--- config.mk ---
export PLATFORM = sky130hd
export DESIGN_NAME = ordered_list_engine_unit
export DESIGN_NICKNAME = d
export VERILOG_FILES = /design/src/rtl/olist_pkg.sv /design/src/rtl/olist_cell.sv /design/src/rtl/ordered_list_engine_unit.sv
export SDC_FILE = /design/constraint.sdc
export NUM_CORES = 2
export LEC_CHECK = 0
export BUFFER_PORTS_ARGS = -buffer_cell sky130_fd_sc_hd__buf_2
export CORE_MARGIN = 5
export CORE_UTILIZATION = 35
export CTS_CLUSTER_SIZE = 14
export DETAILED_ROUTE_END_ITERATION = 10
export PLACE_DENSITY = 0.54
export SLEW_MARGIN = 20
export SYNTH_ARGS = -nofsm -noshare
export SYNTH_HDL_FRONTEND = slang
export SYNTH_SLANG_ARGS = --single-unit
--- constraint.sdc ---
create_clock -name i_clk -period 100.4 [get_ports i_clk]
set_clock_uncertainty 0.2 [all_clocks]
set_input_delay 15.06 -clock i_clk [delete_from_list [all_inputs] [get_ports i_clk]]
set_output_delay 15.06 -clock i_clk [all_outputs]
set_load 0.1 [all_outputs]
--- src/rtl/olist_pkg.sv ---
package olist_pkg;

    // default list capacity
    localparam int LIST_DEPTH_DEF = 16;

    // field widths fixed by the stream format
    localparam int VALUE_W  = 32;
    localparam int POS_W    = 5;
    localparam int FUNC_W   = 3;
    localparam int STATUS_W = 3;
    localparam int FOUND_W  = 4;
    localparam int COUNT_W  = 5;

    typedef enum logic [FUNC_W-1:0] {
        FN_INS_FIRST = 3'd0,
        FN_INS_LAST  = 3'd1,
        FN_INS_AT    = 3'd2,
        FN_DEL_FIRST = 3'd3,
        FN_DEL_LAST  = 3'd4,
        FN_DEL_AT    = 3'd5,
        FN_FIND      = 3'd6
    } t_func;

    typedef enum logic [STATUS_W-1:0] {
        ST_OK        = 3'd0,
        ST_BAD_INDEX = 3'd1,
        ST_EMPTY     = 3'd2,
        ST_FULL      = 3'd3,
        ST_NOT_FOUND = 3'd4
    } t_status;

    // what every cell does in a cycle
    typedef enum logic [2:0] {
        OP_HOLD,
        OP_INS,
        OP_DEL,
        OP_LOAD,
        OP_SHIFT
    } t_cell_op;

    typedef struct packed {
        t_cell_op           op;
        logic [VALUE_W-1:0] value;
    } t_cell_ctl;

    typedef enum logic [1:0] {
        S_IDLE,
        S_EXEC,
        S_SCAN,
        S_DONE
    } t_state;

endpackage

--- src/rtl/olist_cell.sv ---
module olist_cell #(
    parameter int LIST_DEPTH = olist_pkg::LIST_DEPTH_DEF,
    parameter int CELL_IDX   = 0
) (
    input  logic                                   i_clk,
    input  olist_pkg::t_cell_ctl                   i_ctl,
    input  logic [$clog2(LIST_DEPTH)-1:0]          i_p,
    input  logic [$clog2(LIST_DEPTH+1)-1:0]        i_count,
    input  logic [olist_pkg::VALUE_W-1:0]          i_left_data,
    input  logic [olist_pkg::VALUE_W-1:0]          i_right_data,
    input  logic [olist_pkg::VALUE_W-1:0]          i_right_tap,
    input  logic                                   i_right_flag,
    output logic [olist_pkg::VALUE_W-1:0]          o_data,
    output logic [olist_pkg::VALUE_W-1:0]          o_tap,
    output logic                                   o_flag
);
    import olist_pkg::*;

    localparam int IW = $clog2(LIST_DEPTH);
    localparam int CW = $clog2(LIST_DEPTH + 1);
    localparam logic [IW-1:0] MY_IDX   = IW'(CELL_IDX);
    localparam logic [CW-1:0] MY_COUNT = CW'(CELL_IDX);

    logic [VALUE_W-1:0] r_data;
    logic [VALUE_W-1:0] r_tap;
    logic               r_flag;

    // stored entry plus a read tap that drains toward cell zero
    always_ff @(posedge i_clk) begin
        unique case (i_ctl.op)
            OP_INS: begin
                if (MY_IDX > i_p) begin
                    r_data <= i_left_data;
                end else if (MY_IDX == i_p) begin
                    r_data <= i_ctl.value;
                end
            end
            OP_DEL: begin
                if (MY_IDX >= i_p) begin
                    r_data <= i_right_data;
                end
            end
            OP_LOAD: begin
                r_tap  <= r_data;
                r_flag <= (r_data == i_ctl.value) && (MY_COUNT < i_count);
            end
            OP_SHIFT: begin
                r_tap  <= i_right_tap;
                r_flag <= i_right_flag;
            end
            OP_HOLD: begin
            end
            default: begin
            end
        endcase
    end

    assign o_data = r_data;
    assign o_tap  = r_tap;
    assign o_flag = r_flag;

endmodule

--- src/rtl/ordered_list_engine_unit.sv ---
// ordered list of up to LIST_DEPTH signed 32-bit values held in a row of cells,
// one entry per cell, position 0 in cell 0. a request beat carries the operation
// in tuser and the value and position in tdata; each request gives exactly one
// result beat with status in tuser and removed value, found index and new count
// in tdata. inserts, the unused code and all error cases pass from the request beat
// through the exec state to the done state, which loads the result register once
// the output register is free. find and the three deletes first copy every cell
// into a read tap chain that moves one position toward cell 0 per cycle, and walk
// it in the scan state until cell 0 holds the target: the first match (or the last
// entry on a miss) for find, the deleted position for delete; done then loads the
// result register the same way. one request is in work at a time; a finished
// result sits in the output register, so the next request is taken while the
// previous result still waits for the downstream side.
module ordered_list_engine_unit #(
    parameter int LIST_DEPTH = olist_pkg::LIST_DEPTH_DEF
) (
    input  logic        i_clk,
    input  logic        i_rst_n,
    input  logic        i_s_axis_tvalid,
    output logic        o_s_axis_tready,
    input  logic [39:0] i_s_axis_tdata,   // item_value[31:0], position[36:32], zero pad
    input  logic [2:0]  i_s_axis_tuser,   // func[2:0]
    output logic        o_m_axis_tvalid,
    input  logic        i_m_axis_tready,
    output logic [47:0] o_m_axis_tdata,   // removed_value[31:0], found_index[35:32],
                                          // entry_count[40:36], zero pad
    output logic [2:0]  o_m_axis_tuser    // status[2:0]
);
    import olist_pkg::*;

    localparam int IW   = $clog2(LIST_DEPTH);
    localparam int CW   = $clog2(LIST_DEPTH + 1);
    localparam int CMPW = (CW > POS_W) ? CW : POS_W;

    // control state
    t_state          r_state, n_state;
    logic [CW-1:0]   r_count, n_count;
    logic            r_o_valid, n_o_valid;

    // request and working registers
    t_func               r_func, n_func;
    logic [VALUE_W-1:0]  r_val, n_val;
    logic [POS_W-1:0]    r_pos, n_pos;
    logic [IW-1:0]       r_p, n_p;
    logic [IW-1:0]       r_scan, n_scan;
    t_status             r_status, n_status;
    logic [VALUE_W-1:0]  r_removed, n_removed;
    logic [IW-1:0]       r_found, n_found;

    // output register
    t_status             r_o_status, n_o_status;
    logic [VALUE_W-1:0]  r_o_removed, n_o_removed;
    logic [FOUND_W-1:0]  r_o_found, n_o_found;
    logic [COUNT_W-1:0]  r_o_count, n_o_count;

    // cell row
    t_cell_ctl           w_ctl;
    logic [IW-1:0]       w_p;
    logic [VALUE_W-1:0]  w_data [LIST_DEPTH];
    logic [VALUE_W-1:0]  w_tap  [LIST_DEPTH];
    logic                w_flag [LIST_DEPTH];

    genvar g;
    generate
        for (g = 0; g < LIST_DEPTH; g++) begin : g_cell
            logic [VALUE_W-1:0] w_left_data;
            logic [VALUE_W-1:0] w_right_data;
            logic [VALUE_W-1:0] w_right_tap;
            logic               w_right_flag;

            // ends of the row see zeros
            if (g == 0) begin : g_first
                assign w_left_data = '0;
            end else begin : g_inner_l
                assign w_left_data = w_data[g-1];
            end
            if (g == LIST_DEPTH - 1) begin : g_last
                assign w_right_data = '0;
                assign w_right_tap  = '0;
                assign w_right_flag = 1'b0;
            end else begin : g_inner_r
                assign w_right_data = w_data[g+1];
                assign w_right_tap  = w_tap[g+1];
                assign w_right_flag = w_flag[g+1];
            end

            olist_cell #(
                .LIST_DEPTH (LIST_DEPTH),
                .CELL_IDX   (g)
            ) u_cell (
                .i_clk        (i_clk),
                .i_ctl        (w_ctl),
                .i_p          (w_p),
                .i_count      (r_count),
                .i_left_data  (w_left_data),
                .i_right_data (w_right_data),
                .i_right_tap  (w_right_tap),
                .i_right_flag (w_right_flag),
                .o_data       (w_data[g]),
                .o_tap        (w_tap[g]),
                .o_flag       (w_flag[g])
            );
        end
    endgenerate

    assign o_s_axis_tready = (r_state == S_IDLE);

    always_ff @(posedge i_clk) begin
        if (!i_rst_n) begin
            r_state   <= S_IDLE;
            r_count   <= '0;
            r_o_valid <= 1'b0;
        end else begin
            r_state   <= n_state;
            r_count   <= n_count;
            r_o_valid <= n_o_valid;
        end
    end

    always_ff @(posedge i_clk) begin
        r_func      <= n_func;
        r_val       <= n_val;
        r_pos       <= n_pos;
        r_p         <= n_p;
        r_scan      <= n_scan;
        r_status    <= n_status;
        r_removed   <= n_removed;
        r_found     <= n_found;
        r_o_status  <= n_o_status;
        r_o_removed <= n_o_removed;
        r_o_found   <= n_o_found;
        r_o_count   <= n_o_count;
    end

    always_comb begin
        n_state     = r_state;
        n_count     = r_count;
        n_o_valid   = r_o_valid && !i_m_axis_tready;
        n_func      = r_func;
        n_val       = r_val;
        n_pos       = r_pos;
        n_p         = r_p;
        n_scan      = r_scan;
        n_status    = r_status;
        n_removed   = r_removed;
        n_found     = r_found;
        n_o_status  = r_o_status;
        n_o_removed = r_o_removed;
        n_o_found   = r_o_found;
        n_o_count   = r_o_count;
        w_ctl.op    = OP_HOLD;
        w_ctl.value = r_val;
        w_p         = r_p;

        unique case (r_state)
            S_IDLE: begin
                if (i_s_axis_tvalid) begin
                    n_func  = t_func'(i_s_axis_tuser);
                    n_val   = i_s_axis_tdata[31:0];
                    n_pos   = i_s_axis_tdata[36:32];
                    n_state = S_EXEC;
                end
            end

            S_EXEC: begin
                n_removed = '0;
                n_found   = '0;
                n_state   = S_DONE;
                unique case (r_func)
                    FN_INS_FIRST, FN_INS_LAST, FN_INS_AT: begin
                        // index check comes before the full check
                        if (r_func == FN_INS_AT && CMPW'(r_pos) > CMPW'(r_count)) begin
                            n_status = ST_BAD_INDEX;
                        end else if (r_count == CW'(LIST_DEPTH)) begin
                            n_status = ST_FULL;
                        end else begin
                            w_ctl.op = OP_INS;
                            w_p      = (r_func == FN_INS_FIRST) ? '0 :
                                       (r_func == FN_INS_LAST)  ? IW'(r_count) : IW'(r_pos);
                            n_count  = r_count + 1'b1;
                            n_status = ST_OK;
                        end
                    end
                    FN_DEL_FIRST, FN_DEL_LAST, FN_DEL_AT: begin
                        if (r_count == '0) begin
                            n_status = ST_EMPTY;
                        end else if (r_func == FN_DEL_AT &&
                                     CMPW'(r_pos) >= CMPW'(r_count)) begin
                            n_status = ST_BAD_INDEX;
                        end else begin
                            // copy the row into the taps, then walk to the target
                            w_ctl.op = OP_LOAD;
                            n_p      = (r_func == FN_DEL_FIRST) ? '0 :
                                       (r_func == FN_DEL_LAST)  ? IW'(r_count - 1'b1) :
                                                                  IW'(r_pos);
                            n_scan   = '0;
                            n_state  = S_SCAN;
                        end
                    end
                    FN_FIND: begin
                        if (r_count == '0) begin
                            n_status = ST_NOT_FOUND;
                        end else begin
                            // every cell compares at once, flags drain with the taps
                            w_ctl.op = OP_LOAD;
                            n_scan   = '0;
                            n_state  = S_SCAN;
                        end
                    end
                    default: begin
                        // unused code: no change
                        n_status = ST_OK;
                    end
                endcase
            end

            S_SCAN: begin
                // cell 0 tap now holds the entry at index r_scan
                if (r_func == FN_FIND) begin
                    if (w_flag[0]) begin
                        n_found  = r_scan;
                        n_status = ST_OK;
                        n_state  = S_DONE;
                    end else if (CW'(r_scan) == r_count - 1'b1) begin
                        n_status = ST_NOT_FOUND;
                        n_state  = S_DONE;
                    end else begin
                        w_ctl.op = OP_SHIFT;
                        n_scan   = r_scan + 1'b1;
                    end
                end else begin
                    if (r_scan == r_p) begin
                        n_removed = w_tap[0];
                        w_ctl.op  = OP_DEL;
                        w_p       = r_p;
                        n_count   = r_count - 1'b1;
                        n_status  = ST_OK;
                        n_state   = S_DONE;
                    end else begin
                        w_ctl.op = OP_SHIFT;
                        n_scan   = r_scan + 1'b1;
                    end
                end
            end

            S_DONE: begin
                // hand over once the output register is free
                if (!r_o_valid || i_m_axis_tready) begin
                    n_o_valid   = 1'b1;
                    n_o_status  = r_status;
                    n_o_removed = r_removed;
                    n_o_found   = FOUND_W'(r_found);
                    n_o_count   = COUNT_W'(r_count);
                    n_state     = S_IDLE;
                end
            end

            default: begin
                n_state = S_IDLE;
            end
        endcase
    end

    assign o_m_axis_tvalid = r_o_valid;
    assign o_m_axis_tuser  = r_o_status;
    assign o_m_axis_tdata  = {7'b0, r_o_count, r_o_found, r_o_removed};

    // count never passes capacity
    a_count_cap: assert property (@(posedge i_clk) disable iff (!i_rst_n)
        r_count <= CW'(LIST_DEPTH))
        else $error("entry count above capacity");

    // count moves by at most one per request
    a_count_step: assert property (@(posedge i_clk) disable iff (!i_rst_n)
        (r_count != $past(r_count)) |->
            (r_count == CW'($past(r_count) + 1'b1) ||
             r_count == CW'($past(r_count) - 1'b1)))
        else $error("entry count jumped");

    // the tap walk stays inside the live entries
    a_scan_range: assert property (@(posedge i_clk) disable iff (!i_rst_n)
        (r_state == S_SCAN) |-> (CW'(r_scan) < r_count))
        else $error("scan past last entry");

    // a full answer reports a full list
    a_full_count: assert property (@(posedge i_clk) disable iff (!i_rst_n)
        (o_m_axis_tvalid && o_m_axis_tuser == ST_FULL) |->
            (o_m_axis_tdata[40:36] == COUNT_W'(LIST_DEPTH)))
        else $error("full status with room left");

endmodule

Word level (Yosys, flattened, before mapping):

Cells that the tools add are included.

* add/sub/neg operators: 3
* order comparisons: 50
* equality and inequality tests: 99
* muxes and demuxes: 159
* bitwise logic cells: 2
* reductions and logical operators: 56

Operators with widths (count)
* case mux 32 bit (2 select lines): 33
* 2-to-1 mux 32 bit: 50
* == test 32 bit: 16
* 2-to-1 mux 4 bit: 16
* AND reduction 3 bit: 18
* inequality test 3 x 1 -> 1 bit (second input constant): 16
* less-than comparator 4 x 5 -> 1 bit (first input constant): 8
* inequality test 2 x 1 -> 1 bit (second input constant): 18
* case mux 1 bit (2 select lines): 17
* 2-to-1 mux 3 bit: 11
* == test 4 bit (first input constant): 8
* greater-or-equal comparator 4 bit (first input constant): 8
* greater-than comparator 4 bit (first input constant): 8
* 2-to-1 mux 5 bit: 5
* inequality test 3 bit (second input constant): 8
* case mux 4 bit (2 select lines): 3
* 2-to-1 mux 2 bit: 11
* less-than comparator 3 x 5 -> 1 bit (first input constant): 4
* logical AND 1 bit: 19
* == test 3 x 4 -> 1 bit (first input constant): 4
* greater-or-equal comparator 3 x 4 -> 1 bit (first input constant): 4
* greater-than comparator 3 x 4 -> 1 bit (first input constant): 4
* inequality test 2 bit (second input constant): 7
* == test 3 x 2 -> 1 bit (second input constant): 4
* 43 further kinds: 69

* bits in registers: 1179
* input port bits: 47
* output and inout bits: 53

Logic depth before layout (Yosys ltp):

* depth after elaboration: 11
* gate-level depth with buffers: 13

Cells and area by module:

Synthesis repeated with hierarchy kept, for this count alone.

* cells, all modules: 4463
* area, all modules: 60498.0 um^2

By module, submodules not included
* olist_cell at g_cell[4].u_cell ...: times used 2, cells each 261, area each 3434.5 um^2, seq. area each 1951.9 um^2
* ordered_list_engine_unit: times used 1, cells each 382, area each 5738.0 um^2, seq. area each 4093.9 um^2
* olist_cell at g_cell[1].u_cell: times used 1, cells each 259, area each 3502.1 um^2, seq. area each 1951.9 um^2
* olist_cell at g_cell[5].u_cell: times used 1, cells each 259, area each 3457.1 um^2, seq. area each 1951.9 um^2
* olist_cell at g_cell[3].u_cell: times used 1, cells each 258, area each 3452.1 um^2, seq. area each 1951.9 um^2
* olist_cell at g_cell[2].u_cell: times used 1, cells each 260, area each 3449.6 um^2, seq. area each 1951.9 um^2
* olist_cell at g_cell[10].u_cell: times used 1, cells each 260, area each 3447.1 um^2, seq. area each 1951.9 um^2
* olist_cell at g_cell[7].u_cell: times used 1, cells each 257, area each 3442.1 um^2, seq. area each 1951.9 um^2
* olist_cell at g_cell[13].u_cell: times used 1, cells each 258, area each 3438.3 um^2, seq. area each 1951.9 um^2
* olist_cell at g_cell[11].u_cell: times used 1, cells each 259, area each 3434.5 um^2, seq. area each 1951.9 um^2
* olist_cell at g_cell[12].u_cell: times used 1, cells each 261, area each 3432.0 um^2, seq. area each 1951.9 um^2
* olist_cell at g_cell[6].u_cell: times used 1, cells each 261, area each 3423.3 um^2, seq. area each 1951.9 um^2
* olist_cell at g_cell[8].u_cell: times used 1, cells each 261, area each 3418.3 um^2, seq. area each 1951.9 um^2
* olist_cell at g_cell[14].u_cell: times used 1, cells each 260, area each 3414.5 um^2, seq. area each 1951.9 um^2
* +2 rows

Worst setup path after synthesis:

OpenSTA, ideal clock, no wires.

* path kind: reg2reg
* from: register r_count[0]
* to: register g_cell[0].u_cell.r_flag (enable)
* arrival time: 29951 ps
* setup slack: 68514 ps
* cell stages (with the launch flop): 10
* buffers on the path: 2
* period minus slack after synthesis: 31886 ps
* cell sequence: dfxtp_1 -> buf_2 -> inv_1 -> ha_1 -> buf_2 -> and3_1 -> o221ai_1 -> a2111o_1 -> nand3_2 -> a31oi_1

* longest elaborated chain between the ends: 8
* elaborated cells between the ends (all ways): 21
* those cells by class: add/sub: 1; order compare: 2; eq/ne: 4; mux: 10; reduce/logical: 4

Ends and longest elaborated chain
* start, declared: line ordered_list_engine_unit.sv:37 `logic [CW-1:0] r_count, n_count;`
* start signal, assigned: line ordered_list_engine_unit.sv:115 `r_count <= n_count;`
* subtractor 5 x 1 -> 5 bit / greater-or-equal comparator 5 bit (equally long branches): line ordered_list_engine_unit.sv:224, ordered_list_engine_unit.sv:188
* == test 4 x 5 -> 1 bit / logical AND 1 bit (equally long branches): line ordered_list_engine_unit.sv:224, ordered_list_engine_unit.sv:187
* 2-to-1 mux 3 bit / 2-to-1 mux 2 bit (equally long branches): line ordered_list_engine_unit.sv:224, ordered_list_engine_unit.sv:187
* 2-to-1 mux 3 bit / 2-to-1 mux 2 bit (equally long branches): line ordered_list_engine_unit.sv:220, ordered_list_engine_unit.sv:185
* 2-to-1 mux 3 bit / case mux 2 bit (3 select lines) (equally long branches): line ordered_list_engine_unit.sv:219, ordered_list_engine_unit.sv:169
* case mux 3 bit (2 select lines) (*): line ordered_list_engine_unit.sv:155 `unique case (r_state)`
* == test 3 x 2 -> 1 bit / == test 3 bit (equally long branches): line olist_cell.sv:30 `unique case (i_ctl.op)`
* nonzero test 2 bit (no source line) (*)
* end signal, assigned: line olist_cell.sv:45 `r_flag <= (r_data == i_ctl.value) && (MY_COUNT < i_count);`
* end signal, assigned: line olist_cell.sv:49 `r_flag <= i_right_flag;`
* end, declared: line olist_cell.sv:26 `logic r_flag;`

Every way passes the cells marked *; elsewhere a longest branch is shown, timed or not.
A chain may end at the register's enable or synchronous reset.

Worst setup path after layout:

* from: register r_state[0]
* to: output port o_s_axis_tready

* longest elaborated chain between the ends: 1

Ends and longest elaborated chain
* start, declared: line ordered_list_engine_unit.sv:36 `t_state r_state, n_state;`
* start signal, assigned: line ordered_list_engine_unit.sv:114 `r_state <= n_state;`
* zero test 2 bit: line ordered_list_engine_unit.sv:106 `assign o_s_axis_tready = (r_state == S_IDLE);`
* end, declared: line ordered_list_engine_unit.sv:20 `output logic o_s_axis_tready,`

No other way between the ends.

==> flow_metrics.tcl <==
set metrics [dict create \
    core_region_area_sq_um 174000 \
    setup_viol 0 \
    p_per_area_nw_per_um2 25.6 \
    grt_pass1_wl_um 260000 \
    cts_root_buf "clkbuf_16" \
    cts_resized 0 \
    cp-startpoint "r_state[0]" \
    cp.arrival_ns 1.93 \
    num_rows 153 \
    slew_headroom 0.125 \
    ys_warn_count 0 \
    antennaDiodeCount 0 \
    die-area_sq_um 183000 \
    r2r_end "g_cell[12].u_cell.o_tap[9]" \
    synth.area.top_cells "edfxtp_1 58%, mux2_2 14%, xor2_1 5.0%" \
    period_needed_ns 17.19 \
    finalSetupTns_ns 0 \
    maxCapViolCount 0 \
    cts_hold_buffers 0 \
    cts_max_path_buffers 3 \
    hpwl_um 118000 \
    clk_pin_slew_ns 0.06 \
    hold_viol_final 0 \
    power_mw 1.74 \
    vias_per_cell 5.23 \
    min-delay-path-class "reg -> reg" \
    multi_input_area_sq_um 23800 \
    stdcell_count 6790 \
    p_leak_nw 21.9 \
    worst_ir_drop_vdd_v 0.0000198 \
    synth_top_area_frac 0.576 \
    synthCells 4404 \
    drive_above_1_share 0.269 \
    synth_edf_count 1171 \
    cp.required_ns 85.14 \
    grt_antenna_before_repair 1 \
    cts_tree "built" \
    drc 0 \
    ys_types 71 \
    die_width_um 428 \
    whs_path_depth 0 \
    startpoint_type "flip-flop" \
    htreeDepth 4 \
    crit_type "reg -> out" \
    yosysSeqAreaShare 0.579 \
    syn_area_sq_um 61100 \
    post_cts_buffers 0 \
    synth_top_flop_cell "edfxtp_1" \
    initial_core_util 0.352 \
    grt_max_degree 194 \
    fillers 16391 \
    cp_max_fo 5 \
    clk_latency_ns 0.78 \
    status "finished, final reports clean" \
    first_iter_violations 3170 \
    numCtsBuffers 139 \
    tightest_slew_ns 1.31 \
    hold_slack_ns 0.217 \
    drt_first_pass_iters 5 \
    min_to "r_o_removed[2]" \
    worstRegToRegCells 11 \
    holdCritStartpoint "r_removed[2]" \
    endpoint_kind "output port" \
    utilization 0.391 \
    routed_wl_um 177000 \
    synth_area_per_cell_sq_um 13.9 \
    seqCellArea_sq_um 35300 \
    grt.total_usage 0.191 \
    pin_count 100 \
    synth_seq_cells 1179 \
    ys_async_sr_fraction 0 \
    fmax_mhz 58.2 \
    wl_per_cell_um 26.1 \
    grt_pass1_vias 35747 \
    grt_setup_unrepaired "false" \
    port_buffers 89 \
    die_h_um 428 \
    num_vias 35529 \
    overflow 0 \
    finalNetCount 4416 \
    yosys.area.top_type "edfxtp_1" \
    area.growth.synth_to_final_pct 11.2 \
    numPlacedInstances 6538 \
    gp_congestion 0.848 \
    final_max_slew_viol_count 0 \
    r2r_setup_slack_ns 93.71 \
    fin_crit_sh 0.171 \
    ant_nets 0 \
    clkSinkCount 1179 \
    r2r_start "r_count[3]" \
]
area by class of cell:
class / count / share of cell area
clock buffer: 173 / 0.0541
clock inverter: 77 / 0.0116
inverter: 24 / 0.00133
multi-input combinational: 2820 / 0.350
sequential: 1179 / 0.520
tap: 2325 / 0.0429
timing repair buffer: 192 / 0.0197
stage by stage:
stage | instance area [sq um] | setup WS (ns)
global route | 67900 | 83.09
finish | 67900 | 83.21
CTS | 67800 | 83.13
global placement | 63300 | 83.83
floorplan | 61100 | 68.51
detailed placement | 63400 | 83.80
state kept, by name (all words and copies together), names as in the netlist, 5 cells and up:
register / count
r_removed: 32
g_cell.u_cell.o_flag: 16
r_val: 32
r_pos: 5
g_cell.u_cell.o_data: 512
r_o_removed: 32
g_cell.u_cell.o_tap: 512
r_count: 5
r_o_count: 5
layer usage:
metal	routed length [um]	GRT usage	vias up	share of wire
met5	0	0	-	0
met4	8950	0.0893	0	0.051
met3	7150	0.0231	299	0.040
met2	83800	0.309	994	0.47
met1	77300	0.256	17713	0.44
li1	-	-	16523	-
placed cells by master (no fill, tap or decap), types with 8 or more instances in the layout:
cell,count
xnor2_1,175
xor2_1,349
nand2_1,91
o21ai_0,19
nand3_1,22
nor3_1,297
inv_1,22
dfxtp_1,8
nor2b_1,36
a21oi_1,340
edfxtp_1,1171
nor2_1,22
clkbuf_1,31
clkbuf_16,142
nor4_1,94
clkinv_1,29
mux2i_1,289
mux2_2,765
mux2_1,85
bufinv_16,12
nand4_1,60
buf_4,94
and2_1,42
ha_1,12
clkinv_2,20
buf_12,8
nor2_4,10
buf_2,89
power by group:
part,internal (mW),switching (mW)
Clock,0.292,0.212
Sequential,0.683,0.0694
Combinational,0.176,0.307
Total,1.15,0.588
synthesized netlist by cell type (43+ instances only):
cell / count
edfxtp_1: 1171
mux2_2: 765
xor2_1: 349
a21oi_1: 340
nor3_1: 297
mux2i_1: 290
clkbuf_1: 184
xnor2_1: 175
nor4_1: 94
buf_2: 92
nand2_1: 91
mux2_1: 85
buf_6: 61
nand4_1: 60
and2_1: 43
worst max-delay path by stage:
stage,slack (ns),depth (start not counted),endpoint
2_1_floorplan,68.51,9,g_cell[0].u_cell.o_flag
3_3_place_gp,83.83,5,r_state[0]
3_5_place_dp,83.80,5,r_state[0]
4_1_cts,83.13,3,o_s_axis_tready
5_1_grt,83.09,3,o_s_axis_tready
6_report,83.21,3,o_s_axis_tready
critical path: stages (launching register included):
cell	delay [ns]
dfxtp_1	0.34
inv_1	0.12
ha_1	0.24
buf_2	0.45
logic make-up (layout without fill, tap and decap cells):
family          Yosys count  after routing  synth area share
compound gates          421            421            0.0403
xor+xnor                525            525            0.0755
fa+ha+maj                13             13           0.00266
buf+inv                 411            466            0.0362
flops                  1179           1179             0.579
mux                    1140           1140             0.204
other cells               1              7         0.0000614
simple gates            714            714            0.0624
No activity file was read; power rests on OpenSTA's default activity.
